--- src/rtl/pgs_pkg.sv ---
// Shared types and constants for the pairwise gravity step block.
`timescale 1ns / 1ps

package pgs_pkg;

  localparam int MAX_BODIES_DEF = 64;
  localparam int MAX_OUT        = 64;
  localparam logic [15:0] GRAV_RESET = 16'd10;

  // Width of the pair distance r in Q16 (at most about 2^32.5).
  localparam int RW = 34;

  localparam int DIV_STEPS  = 64;
  localparam int SQRT_STEPS = 32;

  localparam logic [46:0] FORCE_CAP = 47'h4000_0000_0000;
  localparam logic [16:0] UNIT_ONE  = 17'h1_0000;

  typedef enum logic [1:0] {
    ST_ADDED  = 2'd0,
    ST_REJECT = 2'd1,
    ST_BODY   = 2'd2,
    ST_EMPTY  = 2'd3
  } status_t;

  typedef enum logic {
    OP_SQRT = 1'b0,
    OP_DIV  = 1'b1
  } arith_op_t;

  typedef struct packed {
    logic      start;
    arith_op_t op;
  } arith_req_t;

  typedef struct packed {
    logic busy;
    logic done;
  } arith_stat_t;

  typedef struct packed {
    logic [15:0]        mass;
    logic signed [31:0] pos_x;
    logic signed [31:0] pos_y;
    logic signed [31:0] vel_x;
    logic signed [31:0] vel_y;
  } body_t;

endpackage

--- src/rtl/pgs_arith.sv ---
// Shared iterative unit: 64-bit integer square root and 64 by 34 bit restoring divide.
`timescale 1ns / 1ps

module pgs_arith (
  input  logic                      clk,
  input  logic                      rst_n,
  input  pgs_pkg::arith_req_t       req,
  input  logic [63:0]               opa,
  input  logic [pgs_pkg::RW-1:0]    opb,
  output pgs_pkg::arith_stat_t      stat,
  output logic [63:0]               result
);

  logic                  busy_r, busy_nxt;
  logic                  done_r, done_nxt;
  pgs_pkg::arith_op_t    op_r, op_nxt;
  logic [5:0]            cnt_r, cnt_nxt;
  logic [63:0]           x_r, x_nxt;
  logic [63:0]           y_r, y_nxt;
  logic [63:0]           bit_r, bit_nxt;
  logic [pgs_pkg::RW-1:0] b_r, b_nxt;

  logic [pgs_pkg::RW:0]  dtrial;
  logic                  dfit;
  logic [63:0]           strial;
  logic                  sfit;

  always_comb begin
    dtrial   = {y_r[pgs_pkg::RW-1:0], x_r[63]};
    dfit     = dtrial >= {1'b0, b_r};
    strial   = y_r + bit_r;
    sfit     = x_r >= strial;
    busy_nxt = busy_r;
    done_nxt = 1'b0;
    op_nxt   = op_r;
    cnt_nxt  = cnt_r;
    x_nxt    = x_r;
    y_nxt    = y_r;
    bit_nxt  = bit_r;
    b_nxt    = b_r;
    if (busy_r) begin
      if (op_r == pgs_pkg::OP_DIV) begin
        // x shifts the dividend out and the quotient in; y keeps the remainder.
        x_nxt = {x_r[62:0], dfit};
        y_nxt = dfit ? 64'(dtrial - {1'b0, b_r}) : 64'(dtrial);
      end else begin
        if (sfit) begin
          x_nxt = x_r - strial;
          y_nxt = (y_r >> 1) + bit_r;
        end else begin
          y_nxt = y_r >> 1;
        end
        bit_nxt = bit_r >> 2;
      end
      cnt_nxt = cnt_r - 6'd1;
      if (cnt_r == 6'd0) begin
        busy_nxt = 1'b0;
        done_nxt = 1'b1;
      end
    end else if (req.start) begin
      busy_nxt = 1'b1;
      op_nxt   = req.op;
      b_nxt    = opb;
      x_nxt    = opa;
      y_nxt    = '0;
      bit_nxt  = 64'h4000_0000_0000_0000;
      cnt_nxt  = (req.op == pgs_pkg::OP_DIV) ? 6'(pgs_pkg::DIV_STEPS - 1)
                                              : 6'(pgs_pkg::SQRT_STEPS - 1);
    end
  end

  always_ff @(posedge clk) begin
    if (!rst_n) begin
      busy_r <= 1'b0;
      done_r <= 1'b0;
    end else begin
      busy_r <= busy_nxt;
      done_r <= done_nxt;
    end
    op_r  <= op_nxt;
    cnt_r <= cnt_nxt;
    x_r   <= x_nxt;
    y_r   <= y_nxt;
    bit_r <= bit_nxt;
    b_r   <= b_nxt;
  end

  assign stat   = '{busy: busy_r, done: done_r};
  assign result = (op_r == pgs_pkg::OP_DIV) ? x_r : y_r;

endmodule

--- config.mk ---
export PLATFORM = sky130hd
export DESIGN_NAME = pgs_arith
export DESIGN_NICKNAME = d
export VERILOG_FILES = /design/src/rtl/pgs_pkg.sv /design/src/rtl/pgs_arith.sv
export SDC_FILE = /design/constraint.sdc
export NUM_CORES = 1
export LEC_CHECK = 0
export ABC_AREA = 0
export BUFFER_PORTS_ARGS = -buffer_cell sky130_fd_sc_hd__buf_2
export CORE_MARGIN = 1
export CORE_UTILIZATION = 35
export CTS_BUF_LIST = sky130_fd_sc_hd__clkbuf_4 sky130_fd_sc_hd__clkbuf_8
export DETAILED_ROUTE_END_ITERATION = 7
export GPL_TIMING_DRIVEN = 1
export SYNTH_ARGS = -nofsm -noshare
export SYNTH_HDL_FRONTEND = slang
export SYNTH_SLANG_ARGS = --single-unit
export TNS_END_PERCENT = 30
--- constraint.sdc ---
create_clock -name clk -period 15.8 [get_ports clk]
set_clock_uncertainty 0.15 [all_clocks]
set_input_delay 2.37 -clock clk [delete_from_list [all_inputs] [get_ports clk]]
set_output_delay 2.37 -clock clk [all_outputs]
set_load 0.1 [all_outputs]
==> flow_summary.toml, run 1 <==
[global_routing]
grt_pass1_vias = 18400
use_met2_pct = 35.2
antenna_found_initial = 1
gr-max-usage-layer = "met2"
grt_pass1_wl_um = 109000
grt_overflow = 0
groute.usage.overall_pct = 23.7
grt_use_met1_pct = 34.8
grt_start_max_net_pins = 188
use_met3_pct = 3.37

[clocking]
cts_setup_buffers = 0
cts_tree = "yes"
clk_latency_ns = 0.66
clock_path_buffers = 3
cts_resized = 0
htree_levels = 2
clock-sinks = 203
clock_tree.root_cell = "clkbuf_8"
clk_pin_slew_ns = 0.06
tritoncts.num_buffers = 44
hold_buffers = 0

[placement]
port_buffers = 167
post-dp-hpwl_um = 54800
gp_congestion = 0.936

[layout]
drive_above_1_share_pct = 13.3
fin_nets = 2802
final_util_pct = 39.5
syn_to_final_growth_pct = 10.8

[run_status]
status = "finished clean"

[floorplan]
start_util_pct = 35.7
die_area_sq_um = 58900
core-area_sq_um = 56800
dieWidth_um = 243
row_count = 87
ios = 168
die_h_um = 243

[pwr]
power_leakage_nw = 8.92
powerDensity_nw_per_um2 = 141
ir_worst_vdd_uv = 70.6

[critical_path]
crit_buf_inv = 2
r2r_start = "y_r[0]"
crit_path_start_kind = "flip-flop"
cpMostUsedCell = "ha_1"
worstSetupEndpointType = "flip-flop"
critical_path.slowest_cell = "a2111oi_1"
critical_path_class = "flip-flop to flip-flop"
crit_start = "y_r[0]"
rrSetupSlack_ns = 7.66
critPathArrivalTime_ns = 8.24
required_ns = 15.90
path_delay_family = "compound AO/OA/AOI/OAI gates"
cp_cell_sequence = "ha_1 -> ha_1 -> a211oi_1 -> o31ai_1 -> o2bb2ai_1 -> a22o_1 -> a2111oi_1 -> nor2_1 -> a31oi_1 -> nor2_1 -> o21ai_1 -> xor2_1 -> ha_1 -> nand4_4 -> nor4_2 -> and3_1 -> nand3_1 -> a2111o_1 -> and3_1 -> buf_4 -> a21boi_4 -> buf_4"
crit_fanout = 46
critPathMaxStageDelay_ns = 0.95

[synthesis]
synthFlopType = "edfxtp_1"
synth_top_area_cell = "edfxtp_1"
async_reset_ff_share_pct = 0
yosysWarnings = 0
synth_edf_count = 201
synth_seq_cells = 203
syn_area_per_cell_sq_um = 8.29
ys_top_cells_by_count = "nand2_1 (264), nor2_1 (211), a21oi_1 (208), edfxtp_1 (201), o21ai_0 (173)"
syn-cell-area_sq_um = 20300
synth_most_common_cell = "nand2_1"
yosysTopAreaCellShare_pct = 29.8
synthesis.nets = 2717
synth_area_leaders = "edfxtp_1 (30%), ha_1 (10%), a21oi_1 (5.1%)"
synth_cell_types = 88
yosysSeqAreaShare_pct = 29.9
syn_inst = 2448

[routing]
wire_per_inst_um = 21.9
firstDrtPassIters = 8
ant_nets = 0
vias_per_cell = 5.86
drc = 0
drtIter0Drc = 1888
vias = 19500
drt_wl_total_um = 72700

[sta]
maxSlewViolCount = 0
period_share_pct = 51.5
rsz0062_at_grt = "false"
tns_ns = 0
slew-limit-headroom_pct = 25.8
clock.fmax_ghz = 0.123
setup_violations = 0
hold_viol = 0
period_minus_slack_ns = 8.14
tightest_slew_ns = 1.11

[worst_hold_path]
min_path_type = "flip-flop to flip-flop"
min_from = "cnt_r[0]"

[flow_run]
cap_viol_max_count = 0
## final timing paths
kind	to	cells after the start
min reg2reg	cnt_r[0]	1
max reg2reg	x_r[37]	22
max	x_r[37]	22
min	cnt_r[0]	1
## kinds of logic (layout without fill, tap and decap cells)
kind of cell               Yosys count  count (layout)  share of synthesized area, %
muxes                               63              63                          3.36
other                                0               2                             0
DFF                                203             203                          29.9
AOI/OAI and AO/OA                  783             783                          24.6
adders and majority gates          167             167                          10.4
xor gates and xnor gates           192             192                          8.29
and+or+nand+nor                    795             795                          18.5
buffers and inverters              245             358                          4.95
## power by group
| group | internal (W) | switching (W) |
|---|---|---|
| clock network | 0.000327 | 0.000270 |
| logic | 0.000589 | 0.00117 |
| registers | 0.000690 | 0.000126 |
## state kept, by name, summed over array words and instances, names as in the netlist
name    cells
x_r        64
y_r        64
b_r        34
bit_r      32
cnt_r       6
busy_r      1
done_r      1
op_r        1
## placed cells by master, fill, tap and decap left out, drive strengths merged, types with 19 or more instances in the layout
cell    Yosys  final
a211oi     19     19
a21o       48     48
a21oi     210    210
a31o       21     21
a31oi      86     86
and2       45     45
and3       27     27
buf        41    181
clkbuf    101     59
edfxtp    201    201
ha        165    165
inv       103    106
mux2       40     40
mux2i      23     23
nand2     264    264
nand3      55     55
nand4      65     65
nor2      212    212
nor3       36     36
o211ai     32     32
o21a       28     28
o21ai     181    181
o21bai     36     36
o31ai      20     20
xnor2     110    110
xor2       82     82
## per-stage QoR
stage	hold WS, ns	cells	power, W	setup slack, ns	cell area [sq um]
2_1_floorplan	0.386	2448	0.00212	5.66	20300
3_3_place_gp	0.406	3243	0.00255	7.89	21600
3_5_place_dp	0.410	3243	0.00254	7.77	21600
4_1_cts	0.424	3317	0.00316	7.73	22500
5_1_grt	0.444	3318	0.00336	7.38	22500
6_report	0.422	3319	0.00317	7.66	22500
## worst register-to-register path, cell delays in order, from the launching register on
cell       delay, ns
edfxtp_1        0.44
ha_1            0.24
ha_1            0.22
a211oi_1        0.37
o31ai_1         0.17
o2bb2ai_1       0.25
a22o_1          0.26
a2111oi_1       0.95
nor2_1          0.24
a31oi_1         0.27
nor2_1          0.06
o21ai_1         0.14
xor2_1          0.26
ha_1            0.33
nand4_4         0.14
nor4_2          0.46
and3_1          0.28
nand3_1         0.12
a2111o_1        0.41
and3_1          0.17
buf_4           0.29
a21boi_4        0.84
buf_4           0.63
## per-layer routing
layer | up-vias | part of all wire, %
li1 | 9240 | -
met1 | 9289 | 47
met2 | 823 | 42
met3 | 112 | 7.3
met4 | 0 | 3.2
met5 | - | 0
## final cells by class
type | count | area, sq um
antenna | 2 | 5.00
sequential | 203 | 6080
multi-input combinational | 2000 | 13200
inverter | 103 | 387
clock buffer | 59 | 718
timing repair buffer | 181 | 953
tap | 756 | 946
fill | 5894 | 34400
clock inverter | 15 | 135
Note: power is estimated with default switching activity, not from simulation.
==> run 2, diff against run 1 <==
clock period = 8.35 ns   (was 15.8 ns; I/O delays follow)
==> run 2 against run 1 <==
Against the previous run:
- hold slack better by 0.0072 ns
- sequential share of layout area is 0.13 points lower
- maximum frequency is 20% higher
- sequential power is 86% higher
- sequential cell count stayed put
- final cell count is 0.33% higher
- via count is 0.95% lower
- largest cell class unchanged
- largest power group unchanged
- highest routed layer unchanged
==> flow_summary.toml, run 2 (synthesis results as in run 1) <==
[critical_path]
crit_path_start_kind = "flip-flop"
crit_start = "y_r[2]"
rr_endpoint = "y_r[33]"
required_ns = 8.56
cp_cell_sequence = "ha_1 -> a31oi_1 -> o21ai_1 -> a21oi_2 -> o31ai_1 -> o41a_1 -> a41o_1 -> a21oi_1 -> xor2_1 -> ha_1 -> a211oi_1 -> o21bai_1 -> a211oi_1 -> o31a_1 -> o311ai_0 -> a31oi_1 -> and3_1 -> buf_4 -> or3_1 -> a21oi_1 -> a221o_1"
critPathMaxStageDelay_ns = 0.55
critical_path.slowest_cell = "o31ai_1"
crit_fanout = 31
rrSetupSlack_ns = 1.58
worstSetupEndpointType = "flip-flop"
r2r_start = "y_r[2]"
critical_path_class = "flip-flop to flip-flop"
rr_worst_depth = 21
critPathArrivalTime_ns = 6.98

[routing]
ant_nets = 0
vias = 19300
drt_wl_total_um = 71200
wire_per_inst_um = 21.4
vias_per_cell = 5.79
firstDrtPassIters = 6
drtIter0Drc = 2050
drc = 0

[layout]
drive_above_1_share_pct = 13.6
final_util_pct = 39.7
final_area_sq_um = 22600
fin_nets = 2810
reg.largest.list = "x_r (64), y_r (64), b_r (34)"
syn_to_final_growth_pct = 11.3
fillerInstances = 5859
layout_common_cells = "nand2_1 (264), nor2_1 (210), a21oi_1 (208), edfxtp_1 (201), o21ai_0 (173)"
mostFrequentLayoutCell = "nand2_1"

[clocking]
clock-sinks = 203
hold_buffers = 0
tritoncts.num_buffers = 42
htree_levels = 2
cts_setup_buffers = 0
clk_pin_slew_ns = 0.06
clock_path_buffers = 3
cts_tree = "yes"
clock_tree.root_cell = "clkbuf_8"
clk_latency_ns = 0.66
cts_resized = 0

[sta]
slew-limit-headroom_pct = 36.5
period_share_pct = 81.1
hold_viol = 0
setup_violations = 0
tightest_slew_ns = 0.952
rsz0062_at_grt = "false"
clock.fmax_ghz = 0.148
period_minus_slack_ns = 6.77
maxSlewViolCount = 0
tns_ns = 0

[global_routing]
grt_pass1_wl_um = 108000
antenna_found_initial = 3
grt_pass1_vias = 18200
groute.usage.overall_pct = 23.4
grt_overflow = 0
grt_start_max_net_pins = 121

[floorplan]
ios = 168
start_util_pct = 35.7
core-area_sq_um = 56800
die_area_sq_um = 58900
row_count = 87
die_h_um = 243
dieWidth_um = 243

[run_status]
status = "finished clean"

[worst_hold_path]
worstHoldPathCells = 1
hold_end = "cnt_r[0]"
min_path_type = "flip-flop to flip-flop"
min_from = "cnt_r[0]"

[pwr]
switching_share_pct = 49.2
p_switching_w = 0.00295
p_seq_share_pct = 25.3
powerDensity_nw_per_um2 = 266
ir_worst_vdd_uv = 168
pwr-share-clk_pct = 18.9
p_int_w = 0.00305
power_leakage_nw = 8.98
pwr-share-comb_pct = 55.8

[flow_run]
cap_viol_max_count = 0

[placement]
port_buffers = 167
post-dp-hpwl_um = 54300
dpl_cell_area_sq_um = 21700
gp_congestion = 0.960
run 2: changes by cell type in the layout (fill, tap and decap cells not counted), sizes merged:
cell    delta
diode      -1
clkinv    +10
buf       +10
inv        -3
clkbuf     -6
bufinv     +1
run 2: how the worst max path moves through the flow:
stage | end | depth (start not counted)
2_1_floorplan | x_r[0] | 24
3_3_place_gp | x_r[3] | 19
3_5_place_dp | x_r[3] | 19
4_1_cts | x_r[33] | 19
5_1_grt | x_r[26] | 20
6_report | y_r[33] | 21
run 2: worst max-delay path, delay by kind of cell (launching register included):
kind | cells | cell delay [ns]
AOI/OAI and AO/OA | 15 | 3.83
xor gates and xnor gates | 1 | 0.16
adders and majority gates | 2 | 0.83
buffers and inverters | 1 | 0.39
DFF | 1 | 0.51
and+or+nand+nor | 2 | 0.59
run 2: per-layer routing:
layer	share of wire [%]	global-route usage [%]	wire, um	vias to the layer above
li1	-	-	-	9267
met1	48	34.8	33900	9057
met2	42	34.5	29900	837
met3	7.2	3.11	5110	119
met4	3.3	8.08	2330	0
met5	0	0	0	-
run 2: cell type report:
cell class                 instances  area, sq um  area share (%)
inverter                         103          387            1.71
clock buffer                      53          661            2.93
timing repair buffer             191         1050            4.66
clock inverter                    23          211           0.936
sequential                       203         6080            26.9
multi-input combinational       2000        13200            58.6
antenna                            1         2.50          0.0111
tap                              756          946            4.19
run 2: power groups by stage:
stage / sequential [W] / clock [W] / combinational, W
2_1_floorplan: 0.00141 / 0 / 0.00259
3_3_place_gp: 0.00152 / 0 / 0.00328
3_5_place_dp: 0.00153 / 0 / 0.00328
4_1_cts: 0.00151 / 0.00117 / 0.00330
5_1_grt: 0.00153 / 0.00120 / 0.00362
6_report: 0.00152 / 0.00114 / 0.00335
run 2: per-stage QoR:
| stage | instances | hold WS [ns] | setup slack [ns] | power (W) |
|---|---|---|---|---|
| after floorplan | 2448 | 0.386 | 1.29 | 0.00400 |
| after global placement | 3253 | 0.406 | 1.80 | 0.00480 |
| after detailed placement | 3253 | 0.413 | 1.70 | 0.00481 |
| after CTS | 3329 | 0.428 | 1.65 | 0.00598 |
| after global routing | 3330 | 0.453 | 1.21 | 0.00636 |
| final | 3330 | 0.429 | 1.58 | 0.00600 |
==> run 3, diff against run 2 <==
clock period = 6.3 ns   (was 8.35 ns; I/O delays follow)
==> run 3 against run 2 <==
Against the previous run:
- final cell count grew 1.2%
- register-to-register slack got worse by 1.3 ns
- worst setup slack worse by 1.3 ns
- first-iteration DRC count decreased by 10%
- clock power rose by 29%
- critical path type unchanged
- design area rose by 1.6%
- core utilization is 0.65 points higher
==> flow_summary.toml, run 3 (synthesis results as in run 1) <==
[run_status]
status = "finished clean"

[critical_path]
rrSetupSlack_ns = 0.27
cp_cell_sequence = "ha_1 -> a31oi_2 -> o21ai_1 -> a21oi_2 -> o31ai_4 -> o41a_1 -> a41o_1 -> a21oi_1 -> xor2_1 -> ha_2 -> a211oi_1 -> o21bai_1 -> a211oi_1 -> o31a_1 -> o311ai_1 -> a31oi_2 -> and3_1 -> buf_12 -> or3_1 -> a21oi_1 -> a221o_1"
worstSetupEndpointType = "flip-flop"
critPathArrivalTime_ns = 6.25
rr_endpoint = "y_r[33]"
crit_buf_inv = 1
rr_worst_depth = 21
critical_path.slowest_cell = "edfxtp_1"
path_delay_family = "compound AO/OA/AOI/OAI gates"
crit_path_start_kind = "flip-flop"
r2r_start = "y_r[2]"
critPathMaxStageDelay_ns = 0.41
critical_path_class = "flip-flop to flip-flop"
required_ns = 6.52
crit_fanout = 46

[worst_hold_path]
worstHoldPathCells = 1
min_from = "opb[27]"
min_path_type = "primary input to flip-flop"
hold_end = "b_r[27]"

[layout]
fin_nets = 2847
multi_input_area_sq_um = 13300
syn_to_final_growth_pct = 13.1
layout_common_cells = "nand2_1 (264), nor2_1 (210), a21oi_1 (207), edfxtp_1 (201), o21ai_0 (172)"
final_util_pct = 40.4
drive_above_1_share_pct = 15.5
reg.largest.list = "x_r (64), y_r (64), b_r (34)"
final-seq-area_sq_um = 6080
mostFrequentLayoutCell = "nand2_1"
fillerInstances = 5841

[sta]
maxSlewViolCount = 0
tns_ns = 0
period_minus_slack_ns = 6.03
setup_violations = 0
rsz0062_at_grt = "false"
slew-limit-headroom_pct = 26.7
period_share_pct = 95.7
clock.fmax_ghz = 0.166
tightest_slew_ns = 1.10
hold_viol = 0

[clocking]
htree_levels = 2
tritoncts.num_buffers = 43
clock-sinks = 203
clk_pin_slew_ns = 0.06
clk_latency_ns = 0.66
cts_tree = "yes"
clock_path_buffers = 3
clock_tree.root_cell = "clkbuf_8"

[pwr]
powerDensity_nw_per_um2 = 351
ir_worst_vdd_uv = 216
power_leakage_nw = 9.22
finalPower_w = 0.00805

[floorplan]
start_util_pct = 35.7
ios = 168
die_h_um = 243
row_count = 87
die_area_sq_um = 58900
core-area_sq_um = 56800
dieWidth_um = 243

[routing]
ant_nets = 0
drc = 0
drt_wl_total_um = 72600
drtIter0Drc = 1843
firstDrtPassIters = 5
vias_per_cell = 5.79
vias = 19500
wire_per_inst_um = 21.5

[global_routing]
groute.usage.overall_pct = 23.8
grt_overflow = 0
grt_start_max_net_pins = 109
grt_pass1_wl_um = 110000
antenna_found_initial = 4
grt_pass1_vias = 18600

[placement]
post-dp-hpwl_um = 55800
port_buffers = 167
gp_congestion = 0.951

[flow_run]
cap_viol_max_count = 0
-- run 3: area by class of cell --
| cell class | instances | area share (%) |
|---|---|---|
| Antenna cell | 1 | 0.0109 |
| Timing Repair Buffer | 227 | 5.88 |
| Tap cell | 756 | 4.12 |
| Multi-Input combinational cell | 2000 | 58.1 |
| Clock inverter | 23 | 0.687 |
| Inverter | 103 | 1.68 |
| Clock buffer | 56 | 3.03 |
| Sequential cell | 203 | 26.5 |
-- run 3: worst max path at each step --
stage               startpoint       to  slack [ns]  cells past startpoint
floorplan               y_r[0]   x_r[0]       0.002                     24
CTS                     y_r[0]  y_r[45]        0.14                     23
detailed placement      y_r[0]  y_r[45]        0.18                     23
finish                  y_r[2]  y_r[33]        0.27                     21
global placement        y_r[0]  y_r[45]        0.28                     25
global route         bit_r[10]  y_r[33]        0.01                     21
-- run 3: report_power, final --
| part | leakage, nW | switching (W) | internal [W] | total [W] |
|---|---|---|---|---|
| clock | 0.459 | 0.000694 | 0.000771 | 0.00147 |
| sequential | 2.04 | 0.000237 | 0.00173 | 0.00196 |
| combinational | 6.72 | 0.00305 | 0.00157 | 0.00462 |
-- run 3: per-layer routing --
layer	vias up	track usage, %	share of wire [%]
met3	104	3.21	7.1
met1	9244	35.0	48
li1	9349	-	-
met5	-	0	0.018
met4	2	7.51	2.8
met2	803	35.6	42
-- run 3: through the flow --
step           area, sq um  worst slack [ns]  instances  hold slack [ns]
2_1_floorplan        20300           0.00236       2448            0.386
3_3_place_gp         22000             0.279       3288            0.408
3_5_place_dp         22000             0.182       3288            0.418
4_1_cts              22900             0.140       3367            0.261
5_1_grt              23000            0.0144       3369            0.271
6_report             23000             0.273       3369            0.306
-- run 3: repair_timing --
item                                    4_1_cts  5_1_grt
resized for setup                             0       14
hold buffers                                  0        0
setup buffers                                 0        1
hold endpoints to repair                      0        0
endpoints found under the setup margin        0      100
